--- config.mk ---
export PLATFORM = sky130hd
export DESIGN_NAME = ddsp_queue
export DESIGN_NICKNAME = d
export VERILOG_FILES = /design/src/rtl/ddsp_pkg.sv /design/src/rtl/ddsp_queue.sv
export SDC_FILE = /design/constraint.sdc
export NUM_CORES = 1
export LEC_CHECK = 0
export ABC_AREA = 1
export ABC_CLOCK_PERIOD_IN_PS = 4490
export BUFFER_PORTS_ARGS = -buffer_cell sky130_fd_sc_hd__buf_2
export CAP_MARGIN = 25
export CORE_MARGIN = 5
export CORE_UTILIZATION = 35
export CTS_CLUSTER_DIAMETER = 200
export DETAILED_ROUTE_END_ITERATION = 10
export SLEW_MARGIN = 15
export SYNTH_ARGS = -nofsm -noshare
export SYNTH_HDL_FRONTEND = slang
export SYNTH_SLANG_ARGS = --single-unit
--- constraint.sdc ---
create_clock -name i_clk -period 4.49 [get_ports i_clk]
set_input_delay 0 -clock i_clk [delete_from_list [all_inputs] [get_ports i_clk]]
set_output_delay 0 -clock i_clk [all_outputs]
set_load 0.05 [all_outputs]
--- src/rtl/ddsp_pkg.sv ---
// ----------------------------------------------------------------------------
// ddsp_pkg: shared types and constants of the move planner
// Fixed-point constants, the arctangent table, the segment descriptor and the
// elaboration-time ramp scale function.
// ----------------------------------------------------------------------------
`default_nettype none

package ddsp_pkg;

    localparam int RAMP_STEPS_DEF    = 6;
    localparam int CORDIC_ROUNDS_DEF = 16;
    localparam int ATAN_ENTRIES      = 24;
    localparam int SQRT_ITERS        = 24;
    localparam int QUEUE_DEPTH       = 4;
    localparam int VEL_W             = 48;
    localparam int PEAK_W            = 46;
    localparam int DIV_N             = 72;
    localparam int DIV_D             = 34;

    localparam logic [15:0] TURN_MIN        = 16'd11;
    localparam logic [23:0] DIST_MIN_Q8     = 24'd26;
    localparam logic [47:0] VEL_MIN_Q16     = 48'd656;
    localparam logic [26:0] TWO_PI_Q24      = 27'd105414357;
    localparam logic [21:0] RAD2DEG_Q16     = 22'd3754936;
    localparam longint      CORDIC_GAIN_Q30 = 64'sd652032874;
    localparam logic [45:0] PEAK_CAP        = 46'h2000_0000_0000;
    localparam logic [22:0] RATE_MAX        = 23'h7F_FFFF;
    localparam logic [15:0] REPEAT_MAX      = 16'hFFFF;
    localparam logic [16:0] SCALE_ONE       = 17'h1_0000;

    localparam logic KIND_TURN = 1'b0;
    localparam logic KIND_FWD  = 1'b1;

    typedef enum logic [1:0] {
        REG_HALF_TRACK = 2'd0,
        REG_RIM_RADIUS = 2'd1,
        REG_RATE_HZ    = 2'd2,
        REG_MAX_SPEED  = 2'd3
    } t_reg_idx;

    // atan(2^-i), full circle = 2^32
    localparam logic [31:0] ATAN_TAB [ATAN_ENTRIES] = '{
        32'h20000000, 32'h12E4051E, 32'h09FB385B, 32'h051111D4, 32'h028B0D43,
        32'h0145D7E1, 32'h00A2F61E, 32'h00517C55, 32'h0028BE53, 32'h00145F2F,
        32'h000A2F98, 32'h000517CC, 32'h00028BE6, 32'h000145F3, 32'h0000A2FA,
        32'h0000517D, 32'h000028BE, 32'h0000145F, 32'h00000A30, 32'h00000518,
        32'h0000028C, 32'h00000146, 32'h000000A3, 32'h00000051
    };

    typedef struct packed {
        logic [15:0] half_track;
        logic [15:0] rim_radius;
        logic [15:0] rate_hz;
        logic [15:0] max_speed;
    } t_cfg;

    typedef struct packed {
        logic [VEL_W-1:0] vel;
        logic             neg_l;
        logic             neg_r;
        logic             kind;
        logic             last;
    } t_seg;

    // (1 - cos(th)) / 2 in Q16, th in [0, 2^31] with 2^31 = pi.
    // Used only to build constant tables.
    function automatic logic [16:0] scale_of(logic [31:0] th_in, int rounds);
        longint     x;
        longint     y;
        longint     z;
        longint     t;
        longint     tmp;
        logic [31:0] th;
        logic        neg;
        th  = th_in;
        neg = 1'b0;
        if (th > 32'h4000_0000) begin
            th  = 32'h8000_0000 - th;
            neg = 1'b1;
        end
        x = CORDIC_GAIN_Q30;
        y = 0;
        z = longint'({32'd0, th});
        for (int i = 0; i < ATAN_ENTRIES; i++) begin
            if (i < rounds) begin
                if (z >= 0) begin
                    t = x - (y >>> i);
                    y = y + (x >>> i);
                    z = z - longint'({32'd0, ATAN_TAB[i]});
                end else begin
                    t = x + (y >>> i);
                    y = y - (x >>> i);
                    z = z + longint'({32'd0, ATAN_TAB[i]});
                end
                x = t;
            end
        end
        if (neg) begin
            x = -x;
        end
        tmp = (64'sd1 <<< 30) - x + (64'sd1 <<< 14);
        if (tmp < 0) begin
            tmp = 0;
        end
        tmp = tmp >>> 15;
        if (tmp > 65536) begin
            tmp = 65536;
        end
        return tmp[16:0];
    endfunction

endpackage

`default_nettype wire

--- src/rtl/ddsp_queue.sv ---
// ----------------------------------------------------------------------------
// ddsp_queue: segment queue
// A small first-in first-out buffer of segment descriptors with show-ahead read.
// ----------------------------------------------------------------------------
`default_nettype none

module ddsp_queue (
    input  wire logic           i_clk,
    input  wire logic           i_rst_n,
    input  wire logic           i_push,
    input  wire ddsp_pkg::t_seg i_seg,
    output logic                o_full,
    input  wire logic           i_pop,
    output ddsp_pkg::t_seg      o_seg,
    output logic                o_empty
);
    import ddsp_pkg::*;

    localparam int AW = $clog2(QUEUE_DEPTH);

    t_seg        r_mem [QUEUE_DEPTH];
    logic [AW:0] r_wr, r_rd;

    assign o_empty = (r_wr == r_rd);
    assign o_full  = (r_wr[AW] != r_rd[AW]) && (r_wr[AW-1:0] == r_rd[AW-1:0]);
    assign o_seg   = r_mem[r_rd[AW-1:0]];

    always_ff @(posedge i_clk) begin
        if (i_push) begin
            r_mem[r_wr[AW-1:0]] <= i_seg;
        end
    end

    always_ff @(posedge i_clk) begin
        if (!i_rst_n) begin
            r_wr <= '0;
            r_rd <= '0;
        end else begin
            if (i_push) begin
                r_wr <= r_wr + 1'b1;
            end
            if (i_pop) begin
                r_rd <= r_rd + 1'b1;
            end
        end
    end

endmodule

`default_nettype wire

==> out/summary.md <==
The ratio of cells with drive above 1 in the final layout was 0.253. The clock input transition at the sequential cells of the worst setup and hold paths was 60 ps; the total negative setup slack was 0 ps. In the final design database the tool counted 886 nets. The number of vias after detailed routing was 5264. Once the clock tree was built, the resizer swapped 0 gates to a different size.

The type of origin of the critical path is a register. The number of CTS-inserted buffers came out at 24. In this design, the stage delay of the slowest critical-path cell is 960 ps.

The analysis attributes to net switching a power of 1.33 mW. The cell count after placement was 1074. After synthesis, the cell types taking the most area are edfxtp_1, o211ai_2, nand2_1. Of all nets on the critical path, the largest fanout is 82.

The Yosys step of the flow raised 0 warnings. The most frequent standard cell in the layout excluding fill and tap cells was edfxtp_1. 0 antenna diodes ended up in the layout. The tools report the share of power burned in registers as 0.474. The initial core utilization is 0.355, and the required arrival time at the worst endpoint is 4490 ps. Timing analysis after detailed placement gives a worst setup slack of 2280 ps.

The average via count per standard cell was 4.49; the initial antenna violation count was 1. The buffer depth of the longest clock path is 3. The final cycle utilization of the critical path is 0.594, and the combined buffer and inverter count along the critical path is 2. The run gives 0 as the total DRC errors in the routed layout.

The run finished with clean final reports. The cell at the slowest stage of the critical path is dfxtp_4. Worst relative slew slack: 0.370. In the final routed layout, each cell accounts on average for 15.7 um.

On the final layout, the worst clock skew is 7.87 ps. TritonCTS built the clock tree. The largest net degree at the start of global routing is 83, and the height of the chip is 170 um.

Before antenna repair, the detailed router went through 4 iterations. The analysis attributes to cell leakage a power of 4.37 nW. Total power consumption of the routed design: 4.94 mW.

The cell at the root of the clock tree was clkbuf_16. For the count of nets left with antenna violations after detail routing, the log shows 0. After the flow finishes, the layout carries non-filler instances totaling 1173. At the pin with the least slew margin, the transition time is 944 ps. The TritonCTS sink count is 216, and the portion of synthesized cell area occupied by the leading cell type is 0.699. The relative contribution of the clock network to total power came out at 0.386. The fraction of the core area covered by cells at the end of the flow is 0.438, and the layout overhead on the synthesized area is 23.3%. Type of the worst setup path: reg -> out.

Walking the worst path, the cells encountered are buf_4, o211ai_1, nand2_1, buf_2. Leaving out fill and tap cells, the most frequent cells in the layout are edfxtp_1, nand2_1, inv_1, buf_2, dlygate4sd3_1. Synthesis handed over a netlist of 661 instances. Setup slack on the critical path of the routed design comes to 1820 ps. Derived from the worst setup path, the maximum achievable clock frequency is 375 MHz. The total overflow reported by the global router was 0; the area of the die was 0.0288 mm2.

The final weighted congestion in routability-driven placement was 0.705. The cell family with the largest share of critical-path delay is flip-flops. Post-synthesis sequential element count: 216.

110 I/O pins were placed. The region available for standard cell placement spans 0.0252 mm2. The detailed-placement wirelength estimate was 10600 um.

Once the clock tree was built, the setup fixing pass inserted 0 buffers. The share of total power consumed by net switching came out at 0.268. The worst path needs 2670 ps of the cycle, external delays included. The global-route usage over all layers is 0.127. The relative contribution of combinational cells to total power was 0.140; the synthesized area per cell was 13.5 um2.

Hold violation count in the final report: 0. The run gives 18400 um as the total routed wirelength. The tools report the CTS H-tree depth as 1.

After synthesis the cells add up to 0.00894 mm2. The arrival time of the worst setup path was 2670 ps; the violation count after the first detailed-routing iteration was 278. Dividing total power by cell area gives a power density of 448 mW/mm2.

The maximum vdd ir drop was 0.318 mV. In this run, distinct cell masters in the synthesized netlist total 17. The tools report the sequential fraction of the synthesis area as 0.716. The run gives 58 as the number of rows in the core area. The worst setup path is captured at an output pin. Buffers placed on the I/O ports in this run total 109.

The tools report the clock latency on the worst-skew pair as 510 ps. The horizontal die dimension works out to 170 um. The worst hold path belongs to the class in -> reg. Max-cap violations in this run came to 0. Setup violations remaining at the end of the flow were counted as 0.

The number of pins exceeding their max-slew limit in the final report is 0. Setup repair after global routing left no endpoint under its margin. The run gives 3.61 mW as the internal power.

The via count of the first global-routing pass was 5094. The hold-fix buffer count after cts came out at 55. Cell accounting for the most synthesized area: edfxtp_1. The number of nets in the synthesized netlist is 722. After filler insertion, the fill cell instance count of the layout stands at 2283. The first global-routing pass estimated 29100 um of wire.
-- synth_stat cells --
master and instances:
buf_2 15, buf_8 1, nor2_1 8, nand3_1 1
buf_4 4, xnor2_1 2, buf_6 14, o211ai_2 52
dfxtp_1 8, inv_2 1, o21ai_0 3, ha_1 5
nand2_1 169, edfxtp_1 208, a21oi_1 4, o211ai_1 52
inv_1 114
-- final cells by class --
cell class              instances  area (um2)  area share
multi-input cells             296        1830       0.166
clock buffers                  27         633      0.0574
clock inverters                17         136      0.0124
inverters                     115         433      0.0393
flip-flops and latches        216        6410       0.582
repair buffers                172        1170       0.106
well taps                     330         413      0.0375
-- flip-flops by register name (all words and copies together), names as in the netlist, named ones only --
name,flops
r_rd,3
r_wr,3
r_mem,208
-- worst paths after layout --
path	start	end	slack, ps	cells past startpoint
setup / recovery	register	o_seg[18]	1820	4
hold / removal	i_seg[10]	r_mem[2][10]	240	2
setup reg to reg	r_wr[0]	r_mem[0][39]	2410	5
hold reg to reg	r_wr[2]	r_wr[2]	520	2
-- logic make-up after synthesis --
logic type               Yosys count  synth area share
AND/OR/NAND/NOR                  178            0.0749
AO/OA/AOI/OAI                    111             0.120
buffers and inverters            149            0.0793
adder cells (fa/ha/maj)            5           0.00700
flip-flops                       216             0.716
XOR/XNOR                           2           0.00196
-- worst register-to-register path, delay by kind of cell, from the launching register on --
kind	cells	cell delay (ps)
simple gates	1	60
flops	1	340
fa+ha+maj	1	160
buf+inv	3	1170
-- power by group through the flow --
stage / registers, mW / logic [mW] / clock network, mW
2_1_floorplan: 2.37 / 0.512 / 0
3_3_place_gp: 2.38 / 0.664 / 0
3_5_place_dp: 2.39 / 0.668 / 0
4_1_cts: 2.34 / 0.707 / 1.96
5_1_grt: 2.35 / 0.750 / 2.05
6_report: 2.34 / 0.693 / 1.91
-- layer usage --
| layer | vias to the layer above | part of all wire | track usage |
|---|---|---|---|
| met5 | - | 0.00071 | 0 |
| met4 | 2 | 0.025 | 0.0343 |
| met3 | 35 | 0.055 | 0.0244 |
| met2 | 126 | 0.47 | 0.210 |
| met1 | 2480 | 0.45 | 0.174 |
| li1 | 2621 | - | - |
-- metrics by stage --
stage	hold slack, ps	instance area (um2)
floorplan	98.9	8940
global placement	220	9700
detailed placement	223	9700
CTS	220	11000
global route	226	11000
finish	244	11000
Power figures use the tool's default switching activity.
