===== src/rtl/ddsp_pkg.sv =====
// ----------------------------------------------------------------------------
// ddsp_pkg: shared types and constants of the move planner
// Fixed-point constants, the arctangent table, the segment descriptor and the
// elaboration-time ramp scale function.
// ----------------------------------------------------------------------------
`default_nettype none

package ddsp_pkg;

    localparam int RAMP_STEPS_DEF    = 6;
    localparam int CORDIC_ROUNDS_DEF = 16;
    localparam int ATAN_ENTRIES      = 24;
    localparam int SQRT_ITERS        = 24;
    localparam int QUEUE_DEPTH       = 4;
    localparam int VEL_W             = 48;
    localparam int PEAK_W            = 46;
    localparam int DIV_N             = 72;
    localparam int DIV_D             = 34;

    localparam logic [15:0] TURN_MIN        = 16'd11;
    localparam logic [23:0] DIST_MIN_Q8     = 24'd26;
    localparam logic [47:0] VEL_MIN_Q16     = 48'd656;
    localparam logic [26:0] TWO_PI_Q24      = 27'd105414357;
    localparam logic [21:0] RAD2DEG_Q16     = 22'd3754936;
    localparam longint      CORDIC_GAIN_Q30 = 64'sd652032874;
    localparam logic [45:0] PEAK_CAP        = 46'h2000_0000_0000;
    localparam logic [22:0] RATE_MAX        = 23'h7F_FFFF;
    localparam logic [15:0] REPEAT_MAX      = 16'hFFFF;
    localparam logic [16:0] SCALE_ONE       = 17'h1_0000;

    localparam logic KIND_TURN = 1'b0;
    localparam logic KIND_FWD  = 1'b1;

    typedef enum logic [1:0] {
        REG_HALF_TRACK = 2'd0,
        REG_RIM_RADIUS = 2'd1,
        REG_RATE_HZ    = 2'd2,
        REG_MAX_SPEED  = 2'd3
    } t_reg_idx;

    // atan(2^-i), full circle = 2^32
    localparam logic [31:0] ATAN_TAB [ATAN_ENTRIES] = '{
        32'h20000000, 32'h12E4051E, 32'h09FB385B, 32'h051111D4, 32'h028B0D43,
        32'h0145D7E1, 32'h00A2F61E, 32'h00517C55, 32'h0028BE53, 32'h00145F2F,
        32'h000A2F98, 32'h000517CC, 32'h00028BE6, 32'h000145F3, 32'h0000A2FA,
        32'h0000517D, 32'h000028BE, 32'h0000145F, 32'h00000A30, 32'h00000518,
        32'h0000028C, 32'h00000146, 32'h000000A3, 32'h00000051
    };

    typedef struct packed {
        logic [15:0] half_track;
        logic [15:0] rim_radius;
        logic [15:0] rate_hz;
        logic [15:0] max_speed;
    } t_cfg;

    typedef struct packed {
        logic [VEL_W-1:0] vel;
        logic             neg_l;
        logic             neg_r;
        logic             kind;
        logic             last;
    } t_seg;

    // (1 - cos(th)) / 2 in Q16, th in [0, 2^31] with 2^31 = pi.
    // Used only to build constant tables.
    function automatic logic [16:0] scale_of(logic [31:0] th_in, int rounds);
        longint     x;
        longint     y;
        longint     z;
        longint     t;
        longint     tmp;
        logic [31:0] th;
        logic        neg;
        th  = th_in;
        neg = 1'b0;
        if (th > 32'h4000_0000) begin
            th  = 32'h8000_0000 - th;
            neg = 1'b1;
        end
        x = CORDIC_GAIN_Q30;
        y = 0;
        z = longint'({32'd0, th});
        for (int i = 0; i < ATAN_ENTRIES; i++) begin
            if (i < rounds) begin
                if (z >= 0) begin
                    t = x - (y >>> i);
                    y = y + (x >>> i);
                    z = z - longint'({32'd0, ATAN_TAB[i]});
                end else begin
                    t = x + (y >>> i);
                    y = y - (x >>> i);
                    z = z + longint'({32'd0, ATAN_TAB[i]});
                end
                x = t;
            end
        end
        if (neg) begin
            x = -x;
        end
        tmp = (64'sd1 <<< 30) - x + (64'sd1 <<< 14);
        if (tmp < 0) begin
            tmp = 0;
        end
        tmp = tmp >>> 15;
        if (tmp > 65536) begin
            tmp = 65536;
        end
        return tmp[16:0];
    endfunction

endpackage

`default_nettype wire


===== src/rtl/ddsp_div.sv =====
// ----------------------------------------------------------------------------
// ddsp_div: shared unsigned divider
// Restoring division, one quotient bit per cycle.
// ----------------------------------------------------------------------------
`default_nettype none

module ddsp_div (
    input  wire logic                       i_clk,
    input  wire logic                       i_rst_n,
    input  wire logic                       i_start,
    input  wire logic [ddsp_pkg::DIV_N-1:0] i_dividend,
    input  wire logic [ddsp_pkg::DIV_D-1:0] i_divisor,
    output logic                            o_done,
    output logic [ddsp_pkg::DIV_N-1:0]      o_quotient
);
    import ddsp_pkg::*;

    localparam int CW = $clog2(DIV_N + 1);

    logic          r_busy, r_done;
    logic [CW-1:0] r_cnt;
    logic [DIV_N-1:0] r_dvd;
    logic [DIV_D-1:0] r_dvs;
    logic [DIV_D:0]   r_rem;
    logic [DIV_D:0]   w_sh;
    logic [DIV_D+1:0] w_diff;

    assign w_sh   = {r_rem[DIV_D-1:0], r_dvd[DIV_N-1]};
    assign w_diff = {1'b0, w_sh} - {2'b00, r_dvs};
    assign o_done = r_done;
    assign o_quotient = r_dvd;

    always_ff @(posedge i_clk) begin
        if (!i_rst_n) begin
            r_busy <= 1'b0;
            r_done <= 1'b0;
            r_cnt  <= '0;
        end else begin
            r_done <= 1'b0;
            if (i_start) begin
                r_busy <= 1'b1;
                r_cnt  <= '0;
                r_dvd  <= i_dividend;
                r_dvs  <= i_divisor;
                r_rem  <= '0;
            end else if (r_busy) begin
                if (!w_diff[DIV_D+1]) begin
                    r_rem <= w_diff[DIV_D:0];
                    r_dvd <= {r_dvd[DIV_N-2:0], 1'b1};
                end else begin
                    r_rem <= w_sh;
                    r_dvd <= {r_dvd[DIV_N-2:0], 1'b0};
                end
                r_cnt <= r_cnt + 1'b1;
                if (r_cnt == CW'(DIV_N - 1)) begin
                    r_busy <= 1'b0;
                    r_done <= 1'b1;
                end
            end
        end
    end

endmodule

`default_nettype wire


===== src/rtl/ddsp_back.sv =====
// ----------------------------------------------------------------------------
// ddsp_back: S-curve profile generator
// Takes one queued segment, finds cruise count and peak wheel rate, and emits
// the ramp-up, cruise (when there is one) and ramp-down results through an output register.
// ----------------------------------------------------------------------------
`default_nettype none

module ddsp_back #(
    parameter int RampSteps    = ddsp_pkg::RAMP_STEPS_DEF,
    parameter int CordicRounds = ddsp_pkg::CORDIC_ROUNDS_DEF
) (
    input  wire logic           i_clk,
    input  wire logic           i_rst_n,
    input  wire ddsp_pkg::t_cfg i_cfg,
    input  wire ddsp_pkg::t_seg i_seg,
    input  wire logic           i_empty,
    output logic                o_pop,
    output logic                o_valid,
    input  wire logic           i_ready,
    output logic [63:0]         o_data,
    output logic                o_last,
    output logic                o_kind
);
    import ddsp_pkg::*;

    localparam int JW = $clog2(2 * RampSteps);
    localparam int KW = $clog2(RampSteps + 1);

    typedef enum logic [11:0] {
        S_IDLE = 12'b0000_0000_0001,
        S_CDS  = 12'b0000_0000_0010,
        S_CDW  = 12'b0000_0000_0100,
        S_PDS  = 12'b0000_0000_1000,
        S_PDW  = 12'b0000_0001_0000,
        S_ML   = 12'b0000_0010_0000,
        S_MH   = 12'b0000_0100_0000,
        S_RDS  = 12'b0000_1000_0000,
        S_RDW  = 12'b0001_0000_0000,
        S_EA   = 12'b0010_0000_0000,
        S_EB   = 12'b0100_0000_0000,
        S_EO   = 12'b1000_0000_0000
    } t_state;

    logic [16:0] w_scale [RampSteps + 1];

    for (genvar k = 0; k <= RampSteps; k++) begin : g_scale
        localparam logic [31:0] TH = 32'((64'(k) * 64'h8000_0000) / 64'(RampSteps));
        assign w_scale[k] = scale_of(TH, CordicRounds);
    end

    t_state r_state;
    t_seg   r_seg;
    logic [DIV_D-1:0]  r_cruise;
    logic [PEAK_W-1:0] r_peak;
    logic [67:0]       r_prod;
    logic [39:0]       r_ml;
    logic [22:0]       r_mag;
    logic [JW-1:0]     r_j;
    logic              r_ovalid, r_olast, r_okind;
    logic [63:0]       r_odata;

    logic              w_start;
    logic [DIV_N-1:0]  w_dvd, w_q;
    logic [DIV_D-1:0]  w_dvs;
    logic              w_done;
    logic [15:0]       w_lin, w_rw;
    logic [31:0]       w_unit;
    logic [39:0]       w_ramp;
    logic [JW:0]       w_jx, w_kx, w_jn;
    logic [16:0]       w_s;
    logic              w_cruise_step;
    logic [63:0]       w_sum, w_pk;
    logic [23:0]       w_mag24, w_neg24;
    logic [15:0]       w_rep;
    logic              w_out_free;

    assign w_lin  = (i_cfg.max_speed == 16'h0) ? 16'd1 : i_cfg.max_speed;
    assign w_rw   = (i_cfg.rim_radius == 16'h0) ? 16'd1 : i_cfg.rim_radius;
    assign w_unit = {w_lin, 16'h0};
    assign w_ramp = 40'(RampSteps) * {8'd0, w_unit};

    assign w_jx = {1'b0, r_j};
    assign w_cruise_step = (w_jx == (JW+1)'(RampSteps));
    assign w_kx = (w_jx < (JW+1)'(RampSteps)) ? (w_jx + 1'b1)
                                              : ((JW+1)'(2 * RampSteps) - w_jx);
    assign w_s  = w_cruise_step ? SCALE_ONE : w_scale[w_kx[KW-1:0]];

    // Skip the cruise slot when the segment has no cruise.
    always_comb begin
        w_jn = w_jx + 1'b1;
        if ((w_jn == (JW+1)'(RampSteps)) && (r_cruise == '0)) begin
            w_jn = w_jx + 2'd2;
        end
    end

    assign w_sum = {1'b0, 40'(r_peak[45:23] * w_s), 23'h0} + {24'd0, r_ml} + 64'h80_0000;
    assign w_pk  = w_q[DIV_N-1:8];
    assign w_mag24 = {1'b0, r_mag};
    assign w_neg24 = 24'h0 - w_mag24;
    assign w_rep = !w_cruise_step ? 16'd1
                 : ((r_cruise > DIV_D'(REPEAT_MAX)) ? REPEAT_MAX : r_cruise[15:0]);
    assign w_out_free = !r_ovalid || i_ready;

    always_comb begin
        w_start = 1'b0;
        w_dvd   = '0;
        w_dvs   = '0;
        unique case (r_state)
            S_CDS: begin
                w_start = ({8'd0, r_seg.vel} >= {16'd0, w_ramp});
                w_dvd   = DIV_N'({8'd0, r_seg.vel} - {16'd0, w_ramp}
                                 + {24'd0, w_unit} - 56'd1);
                w_dvs   = DIV_D'(w_unit);
            end
            S_PDS: begin
                w_start = 1'b1;
                w_dvd   = DIV_N'(r_seg.vel);
                w_dvs   = DIV_D'(RampSteps) + r_cruise;
            end
            S_RDS: begin
                w_start = 1'b1;
                w_dvd   = DIV_N'(r_prod);
                w_dvs   = DIV_D'(w_rw);
            end
            default: ;
        endcase
    end

    ddsp_div u_div (
        .i_clk      (i_clk),
        .i_rst_n    (i_rst_n),
        .i_start    (w_start),
        .i_dividend (w_dvd),
        .i_divisor  (w_dvs),
        .o_done     (w_done),
        .o_quotient (w_q)
    );

    assign o_pop   = (r_state == S_IDLE) && !i_empty;
    assign o_valid = r_ovalid;
    assign o_data  = r_odata;
    assign o_last  = r_olast;
    assign o_kind  = r_okind;

    always_ff @(posedge i_clk) begin
        if (!i_rst_n) begin
            r_state  <= S_IDLE;
            r_ovalid <= 1'b0;
            r_j      <= '0;
        end else begin
            // In S_EO the output register is reloaded below instead.
            if (r_ovalid && i_ready && (r_state != S_EO)) begin
                r_ovalid <= 1'b0;
            end
            unique case (r_state)
                S_IDLE: begin
                    if (!i_empty) begin
                        r_seg   <= i_seg;
                        r_state <= S_CDS;
                    end
                end
                S_CDS: begin
                    r_cruise <= '0;
                    r_state  <= w_start ? S_CDW : S_PDS;
                end
                S_CDW: begin
                    if (w_done) begin
                        r_cruise <= w_q[DIV_D-1:0];
                        r_state  <= S_PDS;
                    end
                end
                S_PDS: r_state <= S_PDW;
                S_PDW: begin
                    if (w_done) begin
                        r_peak  <= w_q[PEAK_W-1:0];
                        r_state <= S_ML;
                    end
                end
                S_ML: begin
                    r_prod  <= 68'(r_peak[22:0] * RAD2DEG_Q16);
                    r_state <= S_MH;
                end
                S_MH: begin
                    r_prod  <= r_prod + {45'(r_peak[45:23] * RAD2DEG_Q16), 23'h0};
                    r_state <= S_RDS;
                end
                S_RDS: r_state <= S_RDW;
                S_RDW: begin
                    if (w_done) begin
                        r_peak  <= (w_pk > {18'd0, PEAK_CAP}) ? PEAK_CAP : w_pk[PEAK_W-1:0];
                        r_j     <= '0;
                        r_state <= S_EA;
                    end
                end
                S_EA: begin
                    r_ml    <= r_peak[22:0] * w_s;
                    r_state <= S_EB;
                end
                S_EB: begin
                    r_mag   <= (w_sum[63:24] > {17'd0, RATE_MAX}) ? RATE_MAX : w_sum[46:24];
                    r_state <= S_EO;
                end
                S_EO: begin
                    if (w_out_free) begin
                        r_ovalid <= 1'b1;
                        r_odata  <= {w_rep,
                                     r_seg.neg_r ? w_neg24 : w_mag24,
                                     r_seg.neg_l ? w_neg24 : w_mag24};
                        r_okind  <= r_seg.kind;
                        r_olast  <= r_seg.last && (w_jx == (JW+1)'(2 * RampSteps - 1));
                        if (w_jx == (JW+1)'(2 * RampSteps - 1)) begin
                            r_state <= S_IDLE;
                        end else begin
                            r_j     <= w_jn[JW-1:0];
                            r_state <= S_EA;
                        end
                    end
                end
                default: r_state <= S_IDLE;
            endcase
        end
    end

endmodule

`default_nettype wire


===== config.mk =====
export PLATFORM = sky130hd
export DESIGN_NAME = ddsp_back
export DESIGN_NICKNAME = d
export VERILOG_FILES = /design/src/rtl/ddsp_pkg.sv /design/src/rtl/ddsp_div.sv /design/src/rtl/ddsp_back.sv
export SDC_FILE = /design/constraint.sdc
export NUM_CORES = 2
export LEC_CHECK = 0
export ABC_CLOCK_PERIOD_IN_PS = 11200
export BUFFER_PORTS_ARGS = -buffer_cell sky130_fd_sc_hd__clkbuf_2
export CAP_MARGIN = 25
export CORE_UTILIZATION = 35
export CTS_CLUSTER_SIZE = 10
export DETAILED_ROUTE_END_ITERATION = 6
export PLACE_DENSITY = 0.57
export SLEW_MARGIN = 20
export SYNTH_ARGS = -nofsm -noshare
export SYNTH_HDL_FRONTEND = slang
export SYNTH_SLANG_ARGS = --single-unit

===== constraint.sdc =====
create_clock -name i_clk -period 11.2 [get_ports i_clk]
set_clock_uncertainty 0.2 [all_clocks]
set_input_delay 2.24 -clock i_clk [delete_from_list [all_inputs] [get_ports i_clk]]
set_output_delay 2.24 -clock i_clk [all_outputs]
set_load 0.01 [all_outputs]

==> summary.md <==
| Metric | Value |
|---|---|
| Status | complete, no violations |
| I/O Pins | 188 |
| Final period util | 93.91% |
| Nets@finish | 8568 |
| Reg-to-reg setup timing slack | 0.68 ns |
| Most used cell along the critical path | fa_1 |
| Peak VDD IR | 0.1242 mV |
| Top Usage Layer GRT | met2 |
| CP Capture Type | register |
| Sink Count | 468 |
| Via count | 47210 |
| Layout cells sized above 1 | 6.198% |
| Layout area overhead | 9.561% |
| Final core occ | 38.70% |
| Initial antenna violation count | 7 |
| Sequential cell area fraction in the yosys report | 21.26% |
| # port buffers | 155 |
| Async set-reset flop share out of synthesis | 0% |
| Post-Syn Instances | 6568 |
| Reg2reg path depth | 31 |
| H-tree lvl count | 2 |
| Place WS | 0.2861 ns |
| Root Buffer | clkbuf_16 |
| Part of the power in the clock network | 38.2% |
| Hold path depth | 0 |
| Int Pwr | 3.393 mW |
| Starting Density | 35.32% |
| Flops & latches, synth | 468 |
| Slowest stage delay, CP | 0.63 ns |
| Critical path data required time | 11.38 ns |
| Gate power share | 20.8% |
| Count leader, synth | inv_1 |
| Synth Net Count | 8394 |
| Syn_area_per_cell | 9.877 sq um |
| Die height | 432.5 um |
| Number of synthesized flops with an enable pin | 442 |
| Setup violators final | 0 |
| Main synth FF type | edfxtp_1 |
| Post-synth top area share | 27.65% |
| Final hold vios | 0 |
| M2 GR Usage | 31.66% |
| Yosys cell types | 80 |
| Pwr Density | 67.46 nW/um^2 |
| Rel. slew slack | 25.43% |
| Worst-Skew Late Latency | 0.71 ns |
| Switching share of power | 29.23% |
| Reg clk slew, reported paths | 0.06 ns |
| Max-cap violation count | 0 |
| Finished Cell Area | 71070 sq um |
| Detailed-route DRC error count | 0 |
| Number of detailed-route iterations in the first pass | 7 |
| Worst-path maximum fanout | 45 |
| Least-Margin Pin Slew | 1.108 ns |
| Pins Over Slew Limit | 0 |
| Most frequent cells after synthesis | 1200 x inv_1, 896 x fa_1, 810 x ha_1, 500 x nand2_1, 442 x edfxtp_1 |
| Crit Path Class | reg2reg |
| Grt met3 use | 2.140% |
| Sw power | 1.402 mW |
| Placed Area | 69180 sq um |
| Cell Rows | 157 |
| Pleak | 32.60 nW |
| Sequential power share | 40.9% |
| Largest net degree at the start of global routing | 71 |
| Area leader, netlist | fa_1 |
| Min Clock Period, post-route | 10.52 ns |
| CTS tree | built |
| GRT overflow | 0 |
| Final RePlAce weighted congestion | 0.9210 |
| Worst setup margin | 0.6822 ns |
| Fmax | 95.08 MHz |
| Num CTS Buffers | 59 |
| Mapped Area | 64870 sq um |
| WL final | 174300 um |
| DR iter-0 viols | 3314 |
| Hold_ws | 0.2219 ns |
| Total GRT Usage | 19.00% |
| Crit path DAT | 10.70 ns |
| Placeable Area | 183700 sq um |
| Worst Hold Class | reg2reg |
| Vias in the first global route | 48870 |
| First-pass GRT wire length | 279100 um |
| Area contributors post-synth | fa_1 28%, edfxtp_1 20%, ha_1 16% |
| DR WL/cell | 18.86 um |
| Avg Vias per Cell | 5.108 |
| Grt met1 use | 26.38% |
| Die Wd | 432.5 um |
| Yosys warning count | 0 |
| DIE AREA | 187100 sq um |
| Setup TNS | 0 ns |
| Startpoint type of the worst setup path | register |
| Post-DRT Antenna Nets | 0 |
| Max clock buf depth | 3 |
| Dpl hpwl | 145100 um |
| Worst path slowest cell | fa_1 |
## worst max-delay path, delay by kind of cell, from the launching register on
kind | cells | cell delay [ns]
buffers and inverters | 6 | 1.03
AO/OA/AOI/OAI | 5 | 1.64
flip-flops | 1 | 0.52
adder cells (fa/ha/maj) | 7 | 3.65
AND/OR/NAND/NOR | 12 | 2.98
XOR/XNOR | 1 | 0.16
## routing by layer
| layer | vias up | part of all wire, % | routed length, um |
|---|---|---|---|
| met3 | 191 | 4.8 | 8379 |
| li1 | 22280 | - | - |
| met4 | 6 | 2.3 | 3988 |
| met1 | 23670 | 46 | 80030 |
| met2 | 1068 | 47 | 81860 |
| met5 | - | 0.026 | 46 |
## power by group through the flow
stage / logic, mW / clock network [mW] / registers (mW)
after floorplan: 0.739 / 0 / 1.98
after global placement: 0.973 / 0 / 2.00
after CTS: 0.990 / 1.88 / 1.96
final: 0.999 / 1.83 / 1.96
after global routing: 1.10 / 1.95 / 1.96
after detailed placement: 0.983 / 0 / 2.00
## sequential cells by signal, indices dropped and copies added (netlist names)
signal            flops
o_data               63
o_kind                1
o_last                1
o_valid               1
r_cruise             34
r_j                   4
r_mag                23
r_ml                 17
r_peak               46
r_prod               65
r_seg                52
r_state              12
u_div.o_done          1
u_div.o_quotient     72
u_div.r_busy          1
u_div.r_cnt           7
u_div.r_dvs          34
u_div.r_rem          34
## cells by family (layout without fill, tap and decap cells)
group,count (synthesis),in the layout,synth area share [%]
buffers and inverters,1361,1569,7.883
flip-flops,468,468,21.26
XOR/XNOR,366,366,4.941
AO/OA/AOI/OAI,1095,1095,11.02
AND/OR/NAND/NOR,1563,1563,11.49
adder cells (fa/ha/maj),1706,1706,43.27
multiplexers,8,8,0.1273
other,1,4,0.005781
## through the flow
stage / instances / total power [mW]
after floorplan: 6568 / 2.719
after global placement: 9141 / 2.972
after detailed placement: 9141 / 2.981
after CTS: 9236 / 4.836
after global routing: 9240 / 5.006
final: 9243 / 4.795
## repair_timing
action / in CTS / in global routing
endpoints found under the setup margin: 0 / 23
buffers inserted: 0 / 3
gates resized for setup: 0 / 8
hold buffers: 0 / 0
## final timing paths
check                            from                endpoint
setup / recovery  r_j[2]$_SDFFE_PN0P_  r_mag[4]$_SDFFCE_PN1P_
hold / removal     r_seg[1]$_DFFE_PP_        o_kind$_DFFE_PP_
setup reg to reg  r_j[2]$_SDFFE_PN0P_  r_mag[4]$_SDFFCE_PN1P_
hold reg to reg    r_seg[1]$_DFFE_PP_        o_kind$_DFFE_PP_
## cell usage in the layout (no fill, tap or decap), types with 123 or more instances in the layout
cell         n
xnor2_1    240
a21o_1     130
o21ai_0    176
clkbuf_2   155
inv_1     1200
nand2_1    500
edfxtp_1   442
fa_1       896
ha_1       810
nor2_1     400
a21oi_1    359
xor2_1     126
nand3_1    123
## area by class of cell
class	count	area (sq um)
timing repair buffer	273	1744
multi-input combinational	4739	46150
clock inverter	19	216.5
sequential	468	13790
tap	2464	3083
fill	18300	112600
antenna	3	7.507
clock buffer	76	1572
inverter	1201	4508
(Power assumes the default switching activity.)
